File: config.mk
export PLATFORM = sky130hd
export DESIGN_NAME = window_alarm_with_limit_menu
export DESIGN_NICKNAME = d
export VERILOG_FILES = /design/src/design/wam_pkg.sv /design/src/design/wam_update.sv /design/src/design/window_alarm_with_limit_menu.sv
export SDC_FILE = /design/constraint.sdc
export NUM_CORES = 1
export LEC_CHECK = 0
export ABC_CLOCK_PERIOD_IN_PS = 3310
export BUFFER_PORTS_ARGS = -buffer_cell sky130_fd_sc_hd__buf_2
export CELL_PAD_IN_SITES_DETAIL_PLACEMENT = 1
export CELL_PAD_IN_SITES_GLOBAL_PLACEMENT = 2
export CORE_UTILIZATION = 37
export DETAILED_ROUTE_END_ITERATION = 16
export PLACE_DENSITY = 0.8
export RECOVER_POWER = 100
export SLEW_MARGIN = 30
export SYNTH_ARGS = -nofsm -noshare
export SYNTH_HDL_FRONTEND = slang
export SYNTH_SLANG_ARGS = --single-unit
File: constraint.sdc
create_clock -name aclk -period 3.31 [get_ports aclk]
set_clock_uncertainty 0.05 [all_clocks]
set_input_delay 0.331 -clock aclk [delete_from_list [all_inputs] [get_ports aclk]]
set_output_delay 0.331 -clock aclk [all_outputs]
set_load 0.005 [all_outputs]
File: src/design/wam_pkg.sv
// Shared types, codes and limit constants for the window alarm block.
package wam_pkg;

    // Limit field width and clamp ceiling
    localparam int LimitW = 7;
    localparam logic [LimitW-1:0] LIMIT_CEILING = 7'd99;

    // Reset values of the limits
    localparam logic [LimitW-1:0] TEMP_HIGH_RESET  = 7'd40;
    localparam logic [LimitW-1:0] TEMP_LOW_RESET   = 7'd10;
    localparam logic [LimitW-1:0] HUMID_HIGH_RESET = 7'd60;
    localparam logic [LimitW-1:0] HUMID_LOW_RESET  = 7'd12;

    // Alternation counter: last step before wrap, and blank steps
    localparam logic [2:0] ALT_LAST  = 3'd6;
    localparam logic [2:0] ALT_BLANK = 3'd3;

    typedef enum logic [1:0] {
        REQ_SET    = 2'd0,
        REQ_UP     = 2'd1,
        REQ_DOWN   = 2'd2,
        REQ_SAMPLE = 2'd3
    } req_t;

    typedef enum logic [2:0] {
        MENU_RUN        = 3'd0,
        MENU_TEMP_HIGH  = 3'd1,
        MENU_TEMP_LOW   = 3'd2,
        MENU_HUMID_HIGH = 3'd3,
        MENU_HUMID_LOW  = 3'd4
    } menu_t;

    typedef enum logic [2:0] {
        MSG_NONE    = 3'd0,
        MSG_NORMAL  = 3'd1,
        MSG_TEMP    = 3'd2,
        MSG_HUMID   = 3'd3,
        MSG_BLANK   = 3'd4
    } msg_t;

    // Persistent block state
    typedef struct packed {
        menu_t             menu;
        logic [LimitW-1:0] temp_high;
        logic [LimitW-1:0] temp_low;
        logic [LimitW-1:0] humid_high;
        logic [LimitW-1:0] humid_low;
        logic              temp_alert;
        logic              humid_alarm;
        logic [2:0]        alt_count;
        logic              buzzer;
    } state_t;

    // One result word, last field in the lowest bits
    typedef struct packed {
        msg_t              message;
        logic              key_chirp;
        logic              buzzer_on;
        logic              humid_alarm;
        logic              temp_alert;
        logic [LimitW-1:0] humid_low;
        logic [LimitW-1:0] humid_high;
        logic [LimitW-1:0] temp_low;
        logic [LimitW-1:0] temp_high;
        menu_t             menu_pos;
    } result_t;

    // One input item
    typedef struct packed {
        req_t       req;
        logic [7:0] temp;
        logic [7:0] humid;
    } item_t;

endpackage

File: src/design/wam_update.sv
// Next-state and result logic for one key or sample event.
module wam_update (
    input  wam_pkg::state_t  st,
    input  wam_pkg::item_t   item,
    output wam_pkg::state_t  st_next,
    output wam_pkg::result_t res
);

    logic             chirp;
    wam_pkg::msg_t    msg;
    logic             t_alarm;
    logic             h_alarm;
    logic [2:0]       alt_inc;

    // Window compare at or past either limit
    assign t_alarm = (item.temp <= {1'b0, st.temp_low}) ||
                     (item.temp >= {1'b0, st.temp_high});
    assign h_alarm = (item.humid <= {1'b0, st.humid_low}) ||
                     (item.humid >= {1'b0, st.humid_high});
    assign alt_inc = (st.alt_count >= wam_pkg::ALT_LAST) ? 3'd0 : st.alt_count + 3'd1;

    // Apply the event to the state
    always_comb begin
        st_next = st;
        chirp   = 1'b0;
        msg     = wam_pkg::MSG_NONE;
        unique case (item.req)
            wam_pkg::REQ_SET: begin
                chirp = 1'b1;
                unique case (st.menu)
                    wam_pkg::MENU_RUN:        st_next.menu = wam_pkg::MENU_TEMP_HIGH;
                    wam_pkg::MENU_TEMP_HIGH:  st_next.menu = wam_pkg::MENU_TEMP_LOW;
                    wam_pkg::MENU_TEMP_LOW:   st_next.menu = wam_pkg::MENU_HUMID_HIGH;
                    wam_pkg::MENU_HUMID_HIGH: st_next.menu = wam_pkg::MENU_HUMID_LOW;
                    default:                  st_next.menu = wam_pkg::MENU_RUN;
                endcase
            end
            wam_pkg::REQ_UP: begin
                chirp = (st.menu != wam_pkg::MENU_RUN);
                unique case (st.menu)
                    wam_pkg::MENU_TEMP_HIGH:
                        if (st.temp_high < wam_pkg::LIMIT_CEILING)
                            st_next.temp_high = st.temp_high + 7'd1;
                    wam_pkg::MENU_TEMP_LOW:
                        if (st.temp_low < st.temp_high)
                            st_next.temp_low = st.temp_low + 7'd1;
                    wam_pkg::MENU_HUMID_HIGH:
                        if (st.humid_high < wam_pkg::LIMIT_CEILING)
                            st_next.humid_high = st.humid_high + 7'd1;
                    wam_pkg::MENU_HUMID_LOW:
                        if (st.humid_low < st.humid_high)
                            st_next.humid_low = st.humid_low + 7'd1;
                    default: ;
                endcase
            end
            wam_pkg::REQ_DOWN: begin
                chirp = (st.menu != wam_pkg::MENU_RUN);
                unique case (st.menu)
                    wam_pkg::MENU_TEMP_HIGH:
                        if (st.temp_high > st.temp_low)
                            st_next.temp_high = st.temp_high - 7'd1;
                    wam_pkg::MENU_TEMP_LOW:
                        if (st.temp_low != 7'd0)
                            st_next.temp_low = st.temp_low - 7'd1;
                    wam_pkg::MENU_HUMID_HIGH:
                        if (st.humid_high > st.humid_low)
                            st_next.humid_high = st.humid_high - 7'd1;
                    wam_pkg::MENU_HUMID_LOW:
                        if (st.humid_low != 7'd0)
                            st_next.humid_low = st.humid_low - 7'd1;
                    default: ;
                endcase
            end
            default: begin
                // Evaluate a sample in run mode only
                if (st.menu == wam_pkg::MENU_RUN) begin
                    st_next.temp_alert  = t_alarm;
                    st_next.humid_alarm = h_alarm;
                    st_next.buzzer      = t_alarm | h_alarm;
                    if (t_alarm && h_alarm) begin
                        st_next.alt_count = alt_inc;
                        if (alt_inc <= 3'd2)
                            msg = wam_pkg::MSG_TEMP;
                        else if (alt_inc == wam_pkg::ALT_BLANK)
                            msg = wam_pkg::MSG_BLANK;
                        else if (alt_inc < wam_pkg::ALT_LAST)
                            msg = wam_pkg::MSG_HUMID;
                        else
                            msg = wam_pkg::MSG_BLANK;
                    end else begin
                        st_next.alt_count = 3'd0;
                        if (t_alarm)
                            msg = wam_pkg::MSG_TEMP;
                        else if (h_alarm)
                            msg = wam_pkg::MSG_HUMID;
                        else
                            msg = wam_pkg::MSG_NORMAL;
                    end
                end
            end
        endcase
        // Drop the buzzer after an accepted key
        if (chirp)
            st_next.buzzer = 1'b0;
    end

    // Assemble the result word from the new state
    always_comb begin
        res.menu_pos    = st_next.menu;
        res.temp_high   = st_next.temp_high;
        res.temp_low    = st_next.temp_low;
        res.humid_high  = st_next.humid_high;
        res.humid_low   = st_next.humid_low;
        res.temp_alert  = st_next.temp_alert;
        res.humid_alarm = st_next.humid_alarm;
        res.buzzer_on   = st_next.buzzer;
        res.key_chirp   = chirp;
        res.message     = msg;
    end

endmodule

File: src/design/window_alarm_with_limit_menu.sv
// Top level of the window alarm with limit-setting menu.
//
//  channel | dir | tdata fields (low bit up)                        | tuser
//  s_      | in  | temp_sample[7:0], humid_sample[15:8]             | req_type[1:0]
//  m_      | out | menu_pos[2:0], temp_high[9:3], temp_low[16:10],   | none
//          |     | humid_high[23:17], humid_low[30:24], temp_alert, |
//          |     | humid_alarm, buzzer_on, key_chirp, message[37:35]|
//
// Each word passes an input register, then the update logic, into the result register:
// one word a cycle while the result channel does not stall.
// The limits, menu and alarm state change when a word leaves the input register.
// Reset (aresetn low, synchronous) empties both registers and loads default limits.
// A stalled result holds the update stage; the input register takes one more word,
// then s_tready drops until the result word leaves.
module window_alarm_with_limit_menu (
    input  logic        aclk,
    input  logic        aresetn,
    input  logic        s_tvalid,
    output logic        s_tready,
    input  logic [15:0] s_tdata,  // temp_sample[7:0], humid_sample[15:8]
    input  logic [1:0]  s_tuser,  // req_type[1:0]
    output logic        m_tvalid,
    input  logic        m_tready,
    output logic [39:0] m_tdata   // menu_pos, temp_high, temp_low, humid_high,
                                  // humid_low, temp_alert, humid_alarm,
                                  // buzzer_on, key_chirp, message, zero pad
);

    logic              in_valid_reg;
    wam_pkg::item_t    in_item_reg;
    logic              out_valid_reg;
    wam_pkg::result_t  out_res_reg;
    wam_pkg::state_t   st_reg;
    wam_pkg::state_t   st_next;
    wam_pkg::result_t  res_next;
    logic              advance;

    // Move a word into the result register when it is free or being taken
    assign advance  = in_valid_reg && (!out_valid_reg || m_tready);
    assign s_tready = !in_valid_reg || advance;

    wam_update u_update (
        .st      (st_reg),
        .item    (in_item_reg),
        .st_next (st_next),
        .res     (res_next)
    );

    // Input register
    always_ff @(posedge aclk) begin
        if (!aresetn) begin
            in_valid_reg <= 1'b0;
        end else if (s_tready) begin
            in_valid_reg <= s_tvalid;
        end
        if (s_tvalid && s_tready) begin
            in_item_reg.req   <= wam_pkg::req_t'(s_tuser);
            in_item_reg.temp  <= s_tdata[7:0];
            in_item_reg.humid <= s_tdata[15:8];
        end
    end

    // Block state: advance with each word that leaves the input register
    always_ff @(posedge aclk) begin
        if (!aresetn) begin
            st_reg.menu        <= wam_pkg::MENU_RUN;
            st_reg.temp_high   <= wam_pkg::TEMP_HIGH_RESET;
            st_reg.temp_low    <= wam_pkg::TEMP_LOW_RESET;
            st_reg.humid_high  <= wam_pkg::HUMID_HIGH_RESET;
            st_reg.humid_low   <= wam_pkg::HUMID_LOW_RESET;
            st_reg.temp_alert  <= 1'b0;
            st_reg.humid_alarm <= 1'b0;
            st_reg.alt_count   <= 3'd0;
            st_reg.buzzer      <= 1'b0;
        end else if (advance) begin
            st_reg <= st_next;
        end
    end

    // Result register
    always_ff @(posedge aclk) begin
        if (!aresetn) begin
            out_valid_reg <= 1'b0;
        end else if (advance) begin
            out_valid_reg <= 1'b1;
        end else if (m_tready) begin
            out_valid_reg <= 1'b0;
        end
        if (advance)
            out_res_reg <= res_next;
    end

    assign m_tvalid = out_valid_reg;
    assign m_tdata  = {2'b00, out_res_reg};

`ifndef NO_ASSERTIONS
    // Limits keep their order and ceiling
    a_temp_order: assert property (@(posedge aclk) disable iff (!aresetn)
        (st_reg.temp_low <= st_reg.temp_high) &&
        (st_reg.temp_high <= wam_pkg::LIMIT_CEILING))
        else $error("temperature limits out of order");
    a_humid_order: assert property (@(posedge aclk) disable iff (!aresetn)
        (st_reg.humid_low <= st_reg.humid_high) &&
        (st_reg.humid_high <= wam_pkg::LIMIT_CEILING))
        else $error("humidity limits out of order");
    // Alternation counter stays within its seven steps
    a_alt_range: assert property (@(posedge aclk) disable iff (!aresetn)
        st_reg.alt_count <= wam_pkg::ALT_LAST)
        else $error("alternation counter out of range");
    // A chirp result always carries the buzzer off and no message
    a_chirp_quiet: assert property (@(posedge aclk) disable iff (!aresetn)
        (out_valid_reg && out_res_reg.key_chirp) |->
        (!out_res_reg.buzzer_on && out_res_reg.message == wam_pkg::MSG_NONE))
        else $error("chirp with buzzer or message");
    // State changes only when a word advances
    a_state_hold: assert property (@(posedge aclk) disable iff (!aresetn)
        (!advance) |=> $stable(st_reg))
        else $error("state changed without a word");
`endif

endmodule

**Word-level counts from Yosys, hierarchy flattened**

Cells that the tools add are included.

- Bits in writable memories: 0
- ROM bits: 0
- Memories: 0
- Bits of input ports: 22
- Flip-flop bits (word level): 95
- Bits in latches: 0

- Divide/modulo/power cells: 0
- Multipliers: 0
- Reduce and logical (&&, ||, !) cells: 19
- Shifts and indexed selects: 0
- Equality and inequality tests: 7
- Bitwise operators: 3
- $add $sub $neg: 9
- Muxes and demuxes: 33
- Order comparisons: 13

Operator list:

| cell | count |
|---|---|
| 7-bit 2-to-1 mux | 16 |
| 28-bit case mux with 2 select lines | 1 |
| 7-bit by 1-bit adder with 7-bit output, second input constant | 4 |
| 7-bit by 1-bit subtractor with 7-bit output, second input constant | 4 |
| 3-bit 2-to-1 mux | 8 |
| 8-bit by 7-bit greater-or-equal comparator with 1-bit output | 2 |
| 8-bit by 7-bit less-or-equal comparator with 1-bit output | 2 |
| 7-bit greater-than comparator | 2 |
| 7-bit less-than comparator | 2 |
| 7-bit less-than comparator, second input constant | 2 |
| 7-bit nonzero test | 2 |
| 6-bit 2-to-1 mux | 2 |
| 3-bit case mux with 4 select lines | 1 |
| 3-bit by 2-bit == test with 1-bit output, second input constant | 3 |
| 1-bit logical OR | 4 |
| 4-bit OR reduction | 1 |
| 3-bit by 1-bit adder with 3-bit output, second input constant | 1 |
| 3-bit by 1-bit == test with 1-bit output, second input constant | 1 |
| 3-bit == test, second input constant | 1 |
| 3-bit greater-or-equal comparator, second input constant | 1 |
| 3-bit by 2-bit less-or-equal comparator with 1-bit output, second input constant | 1 |
| 1-bit logical AND | 3 |
| 3-bit zero test | 1 |
| 3-bit less-than comparator, second input constant | 1 |
| other kinds (14) | 18 |

**Longest topological paths before layout**

Gate-level depths: netlist of run 1.

- Word-level depth: 7
- Gate-level depth with buffers: 10

**Modules after synthesis**

Synthesis of run 1 repeated with hierarchy kept, for this count alone.

- Cells, all modules: 742
- Area, all modules: 6761.5 um^2

Modules (own cells, without submodules):

| module | instances | area each (um^2) | seq. area each (um^2) | cells each |
|---|---|---|---|---|
| wam_update | 1 | 3465.8 | 0.0 | 511 |
| window_alarm_with_limit_menu | 1 | 3295.7 | 2462.4 | 231 |

**Worst setup path before layout of run 1**

No wires, ideal clock.

- Path type: register to register
- From: register st_reg[29] (netlist name)
- To: register out_res_reg (netlist bit m_tdata[8]), data pin
- Data arrival time: 2.332 ns
- Cell stages (with the launch flop): 9
- Slack: 0.665 ns
- Data required time: 2.997 ns
- Buffers on the path: 1
- Cells stage by stage: dfxtp_1 clkbuf_1 inv_1 ha_1 a211o_1 a211oi_1 nand3_1 o311a_1 a2111o_1

RTL lines:

| what | RTL line | text |
|---|---|---|
| from (decl) | window_alarm_with_limit_menu.sv:33 | `wam_pkg::state_t st_reg;` |
| from (signal assigned) | window_alarm_with_limit_menu.sv:76 | `st_reg <= st_next;` |
| to (signal assigned) | window_alarm_with_limit_menu.sv:90 | `out_res_reg <= res_next;` |
| to (decl) | window_alarm_with_limit_menu.sv:32 | `wam_pkg::result_t out_res_reg;` |

**Final worst setup path of run 1**

- From: register st_reg[31] (netlist name)
- To: register st_reg[25] (netlist name)

- Cells in the longest elaborated chain, start to end: 4

RTL lines:

| what | RTL line | text |
|---|---|---|
| 7-bit less-than comparator | wam_update.sv:45 | `if (st.temp_low < st.temp_high)` |
| 7-bit 2-to-1 mux | wam_update.sv:45 |  |
| 7-bit 2-to-1 mux | wam_update.sv:40 | `unique case (st.menu)` |
| 28-bit case mux with 2 select lines | wam_update.sv:27 | `unique case (item.req)` |

No other way between the ends.
A chain may end at the register's enable or synchronous reset.

==> flow_summary.toml, run 1 <==
[grt]
overflow = 0
grt_first_pass_wirelength_um = 34800
grt_max_degree = 50
grt_pass1_vias = 6511
grtUsageTotal_pct = 25.1
antenna_found_initial = 0

[timing]
setup_violations = 0
min_period_ns = 3.09
fin_setup_tns_ns = 0
slew-limit-headroom_pct = 5.73
drv_slew = 0
worstMarginPinSlew_ns = 1.41
timing.hold.ws_ns = 0.0881
period_share_pct = 93.4
grt_setup_unrepaired = "false"
max_freq_mhz = 323
finalHoldViolations = 0

[synth]
synth-async-reset-ratio_pct = 0
synth_area_mm2 = 0.00645
synth.largest_area_cell = "edfxtp_1"
synth_top_family_by_area = "compound AO/OA/AOI/OAI gates"
syn_inst = 722
synth_area_leaders = "edfxtp_1 26%, dfxtp_1 12%, ha_1 11%, a21oi_1 4.8%, nand2_1 3.3%"
synth-xor-area-share_pct = 0.136
synth_seq_cells = 95
synthFlopType = "edfxtp_1"
synth_edf_count = 56
ys_warn_count = 0
synth_commonest_cells = "62 x a21oi_1, 57 x nand2_1, 56 x edfxtp_1, 56 x ha_1, 51 x nor2_1"
ys_types = 79
synth_compound_area_share_pct = 23.7
yosysMostFrequentCell = "a21oi_1"
synthSimpleGateAreaFrac_pct = 20.1
avgSynthCellArea_um2 = 8.93
synthAdderAreaFrac_pct = 10.9
muxShareOfSynthArea_pct = 1.61
synth-seq-area-share_pct = 38.2
synth_top_area_share_pct = 26.1

[placement]
port_buffers = 61
hpwlAfterDp_um = 15900
dpl_cell_area_mm2 = 0.00704
gp_congestion = 0.869

[routing]
drt_iter0_drc = 312
avgRoutedWirePerCell_um = 21.6
first_pass_iters = 4
via_per_inst = 6.11
drc_errors = 0
antenna_left = 0
num_vias = 6105
wirelength_um = 21600

[clocking]
cts.clk_slew.worst_paths_ns = 0.07
cts_buffers = 9
cts.sinks = 95
max-clock-path-buffers = 2
cts-root-buf = "clkbuf_16"
cts_resized = 0
cts_hold_buf = 0
cts_tree = "built"
clkLatencyLatePin_ns = 0.36
postCtsSetupRepairBufs = 0
htree_levels = 3

[die]
die_w_um = 134
initial_core_util_pct = 38.3
die_h_um = 134
row_count = 47
coreArea_mm2 = 0.0168
ios = 64
dieArea_mm2 = 0.0180

[worst_setup_path]
start_kind = "flip-flop"
path_class = "reg2reg"
end_kind = "flip-flop"
cp_max_fo = 8
required_ns = 3.51
worstPathArrival_ns = 3.29

[worst_hold_path]
hold_class = "in2reg"

[pwr]
power_frac_clock_pct = 37.5
power_density_mw_per_mm2 = 398
leakage_uw = 0.00276
seqPwrFrac_pct = 47.1
p_int_uw = 2050
power_frac_comb_pct = 15.4
power_switching_uw = 833
peakVddDrop_uv = 247
sw_frac_of_total_pct = 28.9

[final_layout]
drive_gt1_share_pct = 11.2
design_area_mm2 = 0.00723
largest_reg_flops = 38
syn_to_final_growth_pct = 12.2
fin_util_pct = 43.0
layout.nets = 853
antenna_cells = 0

[run_status]
outcome = "completed"

[job]
max-cap-violations = 0
per-layer routing:
layer / up-vias / GRT usage [%] / share of wire, %
met3: 25 / 2.95 / 3.3
met2: 149 / 42.7 / 48
met1: 3069 / 32.8 / 47
met5: - / 0 / 0
met4: 0 / 9.03 / 1.7
li1: 2862 / - / -
final timing paths:
kind,start,endpoint,slack [ns],cells after the start
worst max-delay path,st_reg[31],st_reg[25],0.22,8
worst min-delay path,s_tuser[1],in_item_reg[17],0.09,1
worst max register to register,st_reg[31],st_reg[25],0.22,8
worst min register to register,st_reg[5],st_reg[5],0.42,2
layout by cell type (no fill, tap or decap), drive strengths merged, types with 17 or more instances in the layout:
master	synthesis	routed
nor2	51	51
buf	8	59
clkbuf	36	35
a21oi	62	62
edfxtp	56	56
o21ai	42	42
ha	56	56
inv	38	40
nand3	30	30
nor3	22	22
dfxtp	39	39
nand2	57	57
a31oi	17	17
critical path, cell delays in order (launching register included):
cell and delay (ns):
dfxtp_1 0.42, inv_1 0.19, ha_1 0.34, a211oi_1 0.25, nor2_1 0.10, a211o_1 0.33, nor4_1 0.74, mux2i_1 0.20
a2111oi_2 0.37
power groups by stage:
stage	Combinational (µW)	Sequential (µW)	Clock, µW
after floorplan	287	1370	0
after global placement	441	1380	0
after detailed placement	458	1380	0
after CTS	461	1350	1100
after global routing	492	1360	1140
final	445	1360	1080
metrics by stage:
| step | setup WS (ns) | power [µW] | instances |
|---|---|---|---|
| after detailed placement | 0.421 | 1840 | 984 |
| final | 0.219 | 2880 | 1000 |
| after global placement | 0.590 | 1820 | 984 |
| after floorplan | 0.665 | 1650 | 723 |
| after CTS | 0.399 | 2920 | 1000 |
| after global routing | 0.0614 | 2990 | 1000 |
kinds of logic after synthesis:
kind of cell               Yosys count
other                                1
DFF                                 95
buffers and inverters               86
and+or+nand+nor                    250
AOI/OAI and AO/OA                  223
adders and majority gates           56
muxes                               10
xor gates and xnor gates             1
layout make-up:
type                    instances  area [µm²]
fillers                      2010        9590
clock inverters                 7        68.8
well taps                     220         275
flip-flops and latches         95        2460
multi-input cells             542        3610
inverters                      42         158
repair buffers                 85         433
clock buffers                   9         225
No activity file was read; power rests on OpenSTA's default activity.
==> run 2: changes to the inputs <==
--- a/config.mk
+++ b/config.mk
@@ -5,8 +5,7 @@
 export SDC_FILE = /design/constraint.sdc
 export NUM_CORES = 1
 export LEC_CHECK = 0
-export ABC_CLOCK_PERIOD_IN_PS = 3310
-export BUFFER_PORTS_ARGS = -buffer_cell sky130_fd_sc_hd__buf_2
+export BUFFER_PORTS_ARGS = -buffer_cell sky130_fd_sc_hd__buf_4
 export CELL_PAD_IN_SITES_DETAIL_PLACEMENT = 1
 export CELL_PAD_IN_SITES_GLOBAL_PLACEMENT = 2
 export CORE_UTILIZATION = 37
==> flow_summary.toml, run 2 (synthesized netlist as in run 1, its figures left out) <==
[die]
dieArea_mm2 = 0.0180
die_h_um = 134
ios = 64
initial_core_util_pct = 38.3
die_w_um = 134
coreArea_mm2 = 0.0168
row_count = 47

[routing]
antenna_left = 0
drt_iter0_drc = 396
num_vias = 6095
first_pass_iters = 6
avgRoutedWirePerCell_um = 21.9
drc_errors = 0
via_per_inst = 6.09
wirelength_um = 21900

[pwr]
fin_total_pwr_uw = 2910
leakage_uw = 0.00285
peakVddDrop_uv = 253
power_density_mw_per_mm2 = 393
sw_frac_of_total_pct = 28.9
power_frac_clock_pct = 37.4
p_int_uw = 2070
power_frac_comb_pct = 16.0
seqPwrFrac_pct = 46.5
power_switching_uw = 843

[final_layout]
mostFrequentLayoutCell = "a21oi_1"
antenna_cells = 0
design_area_mm2 = 0.00741
drive_gt1_share_pct = 13.3
layout_common_cells = "62 x a21oi_1, 57 x nand2_1, 56 x ha_1, 56 x edfxtp_1, 55 x clkbuf_4"
largest_reg_flops = 38
layout.nets = 854
syn_to_final_growth_pct = 15.0
layoutNonFillerInstCount = 1001

[clocking]
cts_hold_buf = 0
max-clock-path-buffers = 2
cts-root-buf = "clkbuf_16"
postCtsSetupRepairBufs = 0
cts.clk_slew.worst_paths_ns = 0.07
cts.sinks = 95
clkLatencyLatePin_ns = 0.37
cts_tree = "built"
cts_buffers = 9
cts_resized = 0
htree_levels = 3

[placement]
hpwlAfterDp_um = 16100
dpl_cell_area_mm2 = 0.00719
dpl.cell_count = 985
gp_congestion = 0.932
place_ws_ns = 0.425
port_buffers = 61

[timing]
finalHoldViolations = 0
fin_setup_tns_ns = 0
grt_setup_unrepaired = "false"
setup_violations = 0
worstMarginPinSlew_ns = 1.43
slew-limit-headroom_pct = 4.39
setup_ws_ns = 0.265
period_share_pct = 92.0
min_period_ns = 3.05
max_freq_mhz = 328
drv_slew = 0

[worst_setup_path]
start_kind = "flip-flop"
cp_max_fo = 8
path_class = "reg2reg"
end_kind = "flip-flop"
worstPathArrival_ns = 3.23
required_ns = 3.49

[job]
max-cap-violations = 0

[grt]
grt_max_degree = 37
overflow = 0
grt_pass1_vias = 6352
antenna_found_initial = 0
grt_first_pass_wirelength_um = 35400
grtUsageTotal_pct = 25.5

[run_status]
outcome = "completed"

[worst_hold_path]
hold_class = "in2reg"
==> run 2: power groups by stage <==
stage	Sequential, µW	Combinational, µW	Clock [µW]
6_report	1360	466	1090
5_1_grt	1360	511	1160
4_1_cts	1350	481	1110
3_5_place_dp	1380	477	0
3_3_place_gp	1380	457	0
2_1_floorplan	1370	287	0
==> run 2: layer usage <==
metal	GRT usage (%)	wire length, µm	share of wire (%)
met1	33.3	9940	45
met2	42.3	10500	48
met4	8.90	444	2.0
met3	4.54	968	4.4
met5	0	0	0
==> run 2: area by class of cell <==
cell class              count  area (µm²)
flip-flops and latches     95        2460
inverters                  42         158
clock buffers              10         229
fillers                  2014        9400
multi-input cells         542        3620
clock inverters             6        68.8
well taps                 220         275
repair buffers             86         606
==> run 2: final timing paths <==
check             slack (ns)  cells after the start  startpoint               to
setup reg to reg        0.26                      8  st_reg[31]       st_reg[30]
setup / recovery        0.26                      8  st_reg[31]       st_reg[30]
hold reg to reg         0.42                      2   st_reg[5]        st_reg[5]
hold / removal          0.11                      1  s_tuser[1]  in_item_reg[17]
==> run 2: worst max-delay path: stages, from the launching register on <==
cell and delay (ns):
dfxtp_1 0.42, inv_1 0.20, ha_1 0.34, a211oi_1 0.28
nor2_1 0.12, a211o_1 0.36, o41ai_1 0.52, a31oi_1 0.13
or4_1 0.49
==> run 2: per-stage QoR <==
stage | hold WS (ns) | utilization, %
after floorplan | 0.380 | -
after global placement | 0.397 | 42.8
after detailed placement | 0.416 | 42.8
after CTS | 0.0806 | 44.5
after global routing | 0.0972 | 44.1
final | 0.109 | 44.1
==> run 3: changes to the inputs <==
--- a/config.mk
+++ b/config.mk
@@ -8,6 +8,7 @@
 export BUFFER_PORTS_ARGS = -buffer_cell sky130_fd_sc_hd__buf_4
 export CELL_PAD_IN_SITES_DETAIL_PLACEMENT = 1
 export CELL_PAD_IN_SITES_GLOBAL_PLACEMENT = 2
+export CORE_ASPECT_RATIO = 0.7
 export CORE_UTILIZATION = 37
 export DETAILED_ROUTE_END_ITERATION = 16
 export PLACE_DENSITY = 0.8
==> flow_summary.toml, run 3 (synthesized netlist as in run 1, its figures left out) <==
[run_status]
outcome = "finished with violations"
violations = "capacitance limit, slew limit"

[die]
dieArea_mm2 = 0.0180
coreArea_mm2 = 0.0167
row_count = 39
die_h_um = 112
ios = 64
die_w_um = 160
initial_core_util_pct = 38.6

[worst_setup_path]
reg2reg_depth = 10
reg2reg_slack_ns = 0.33
path_class = "in2reg"
r2r-end = "m_tdata[37]"
required_ns = 3.54
cp_max_fo = 25
timing.rr.start = "st_reg[8]"
start_kind = "input port"
worstPathArrival_ns = 3.30
end_kind = "flip-flop"

[grt]
grt_first_pass_wirelength_um = 35600
grt_pass1_vias = 6184
antenna_found_initial = 0
overflow = 0
grtUsageTotal_pct = 25.9
grt_max_degree = 37

[clocking]
cts_tree = "built"
clkLatencyLatePin_ns = 0.36
max-clock-path-buffers = 2
cts.sinks = 95
htree_levels = 3
cts_buffers = 9
cts-root-buf = "clkbuf_16"
cts.clk_slew.worst_paths_ns = 0.08
cts_hold_buf = 0

[routing]
drc_errors = 0
drt_iter0_drc = 564
antenna_left = 0
wirelength_um = 22700
first_pass_iters = 5
avgRoutedWirePerCell_um = 22.5
num_vias = 6166
via_per_inst = 6.11

[job]
max-cap-violations = 2

[final_layout]
syn_to_final_growth_pct = 15.7
largest_reg_flops = 38
layout.nets = 857
layout_common_cells = "62 x a21oi_1, 57 x nand2_1, 56 x ha_1, 56 x edfxtp_1, 56 x clkbuf_4"
drive_gt1_share_pct = 14.2
layoutNonFillerInstCount = 1009
antenna_cells = 0
mostFrequentLayoutCell = "a21oi_1"
design_area_mm2 = 0.00746

[pwr]
power_density_mw_per_mm2 = 387
leakage_uw = 0.00287
peakVddDrop_uv = 234

[placement]
dpl.cell_count = 993
dpl_cell_area_mm2 = 0.00722
gp_congestion = 0.940
place_ws_ns = 0.308
port_buffers = 61
hpwlAfterDp_um = 16600

[timing]
setup_violations = 0
fin_setup_tns_ns = 0
min_period_ns = 3.07
timing.hold.ws_ns = 0.117
slew-limit-headroom_pct = -20.5
max_freq_mhz = 326
drv_slew = 54
finalHoldViolations = 0
setup_ws_ns = 0.245
grt_setup_unrepaired = "false"
worstMarginPinSlew_ns = 1.81
period_share_pct = 92.6

[worst_hold_path]
min_to = "in_item_reg[11]"
hold_class = "in2reg"
hp-start = "s_tdata[3]"
holdPathStages = 1
[run 3: cell count changes in the layout (fill, tap and decap cells not counted), sizes merged]
cell      previous run  this run
buf                 20        23
bufinv               1         0
clkbuf              76        75
clkinv               7         5
clkinvlp             1         2
inv                 39        42
[run 3: cell type report]
class	instances	area, µm²
clock buffers	9	225
clock inverters	7	63.8
fillers	1970	9230
inverters	42	158
multi-input cells	542	3640
flip-flops and latches	95	2460
well taps	225	282
repair buffers	89	631
[run 3: how the worst max path moves through the flow]
stage                           from           to  slack (ns)  cells past startpoint
after floorplan           st_reg[29]   m_tdata[8]        0.67                      8
after global placement     st_reg[6]  m_tdata[26]        0.46                      7
after detailed placement   st_reg[8]  m_tdata[30]        0.31                      8
after CTS                  st_reg[8]  m_tdata[30]        0.29                      8
after global routing       st_reg[8]  m_tdata[37]        0.11                     10
final                        aresetn   st_reg[12]        0.24                      6
[run 3: worst max-delay path, stage by stage]
cell and delay [ns]:
clkbuf_1 1.19, clkinv_1 0.73, buf_4 0.43, nor2_1 0.35
a22oi_1 0.15, o211ai_1 0.10
[run 3: what timing repair did]
item / 4_1_cts / 5_1_grt
setup endpoints to repair: 0 / 1
gates resized for setup: 0 / 2
buffers inserted: 0 / 0
[run 3: per-layer routing]
metal,global-route usage (%),routed length (µm),vias up
met3,3.62,1270,24
met1,37.8,11300,3076
met2,39.7,9810,206
met5,0,0,-
li1,-,-,2860
met4,7.69,323,0
[run 3: power by group]
group          internal (µW)  switching (µW)  leakage, µW
logic                    168             304      0.00188
registers               1310            49.5     0.000855
clock network            527             527     0.000136
total                   2010             881      0.00287
[run 3: per-stage QoR]
step                      power, µW  util, %
after floorplan                1650        -
after global placement         1840     43.3
after detailed placement       1860     43.3
after CTS                      2920     45.0
after global routing           3000     44.7
final                          2890     44.7
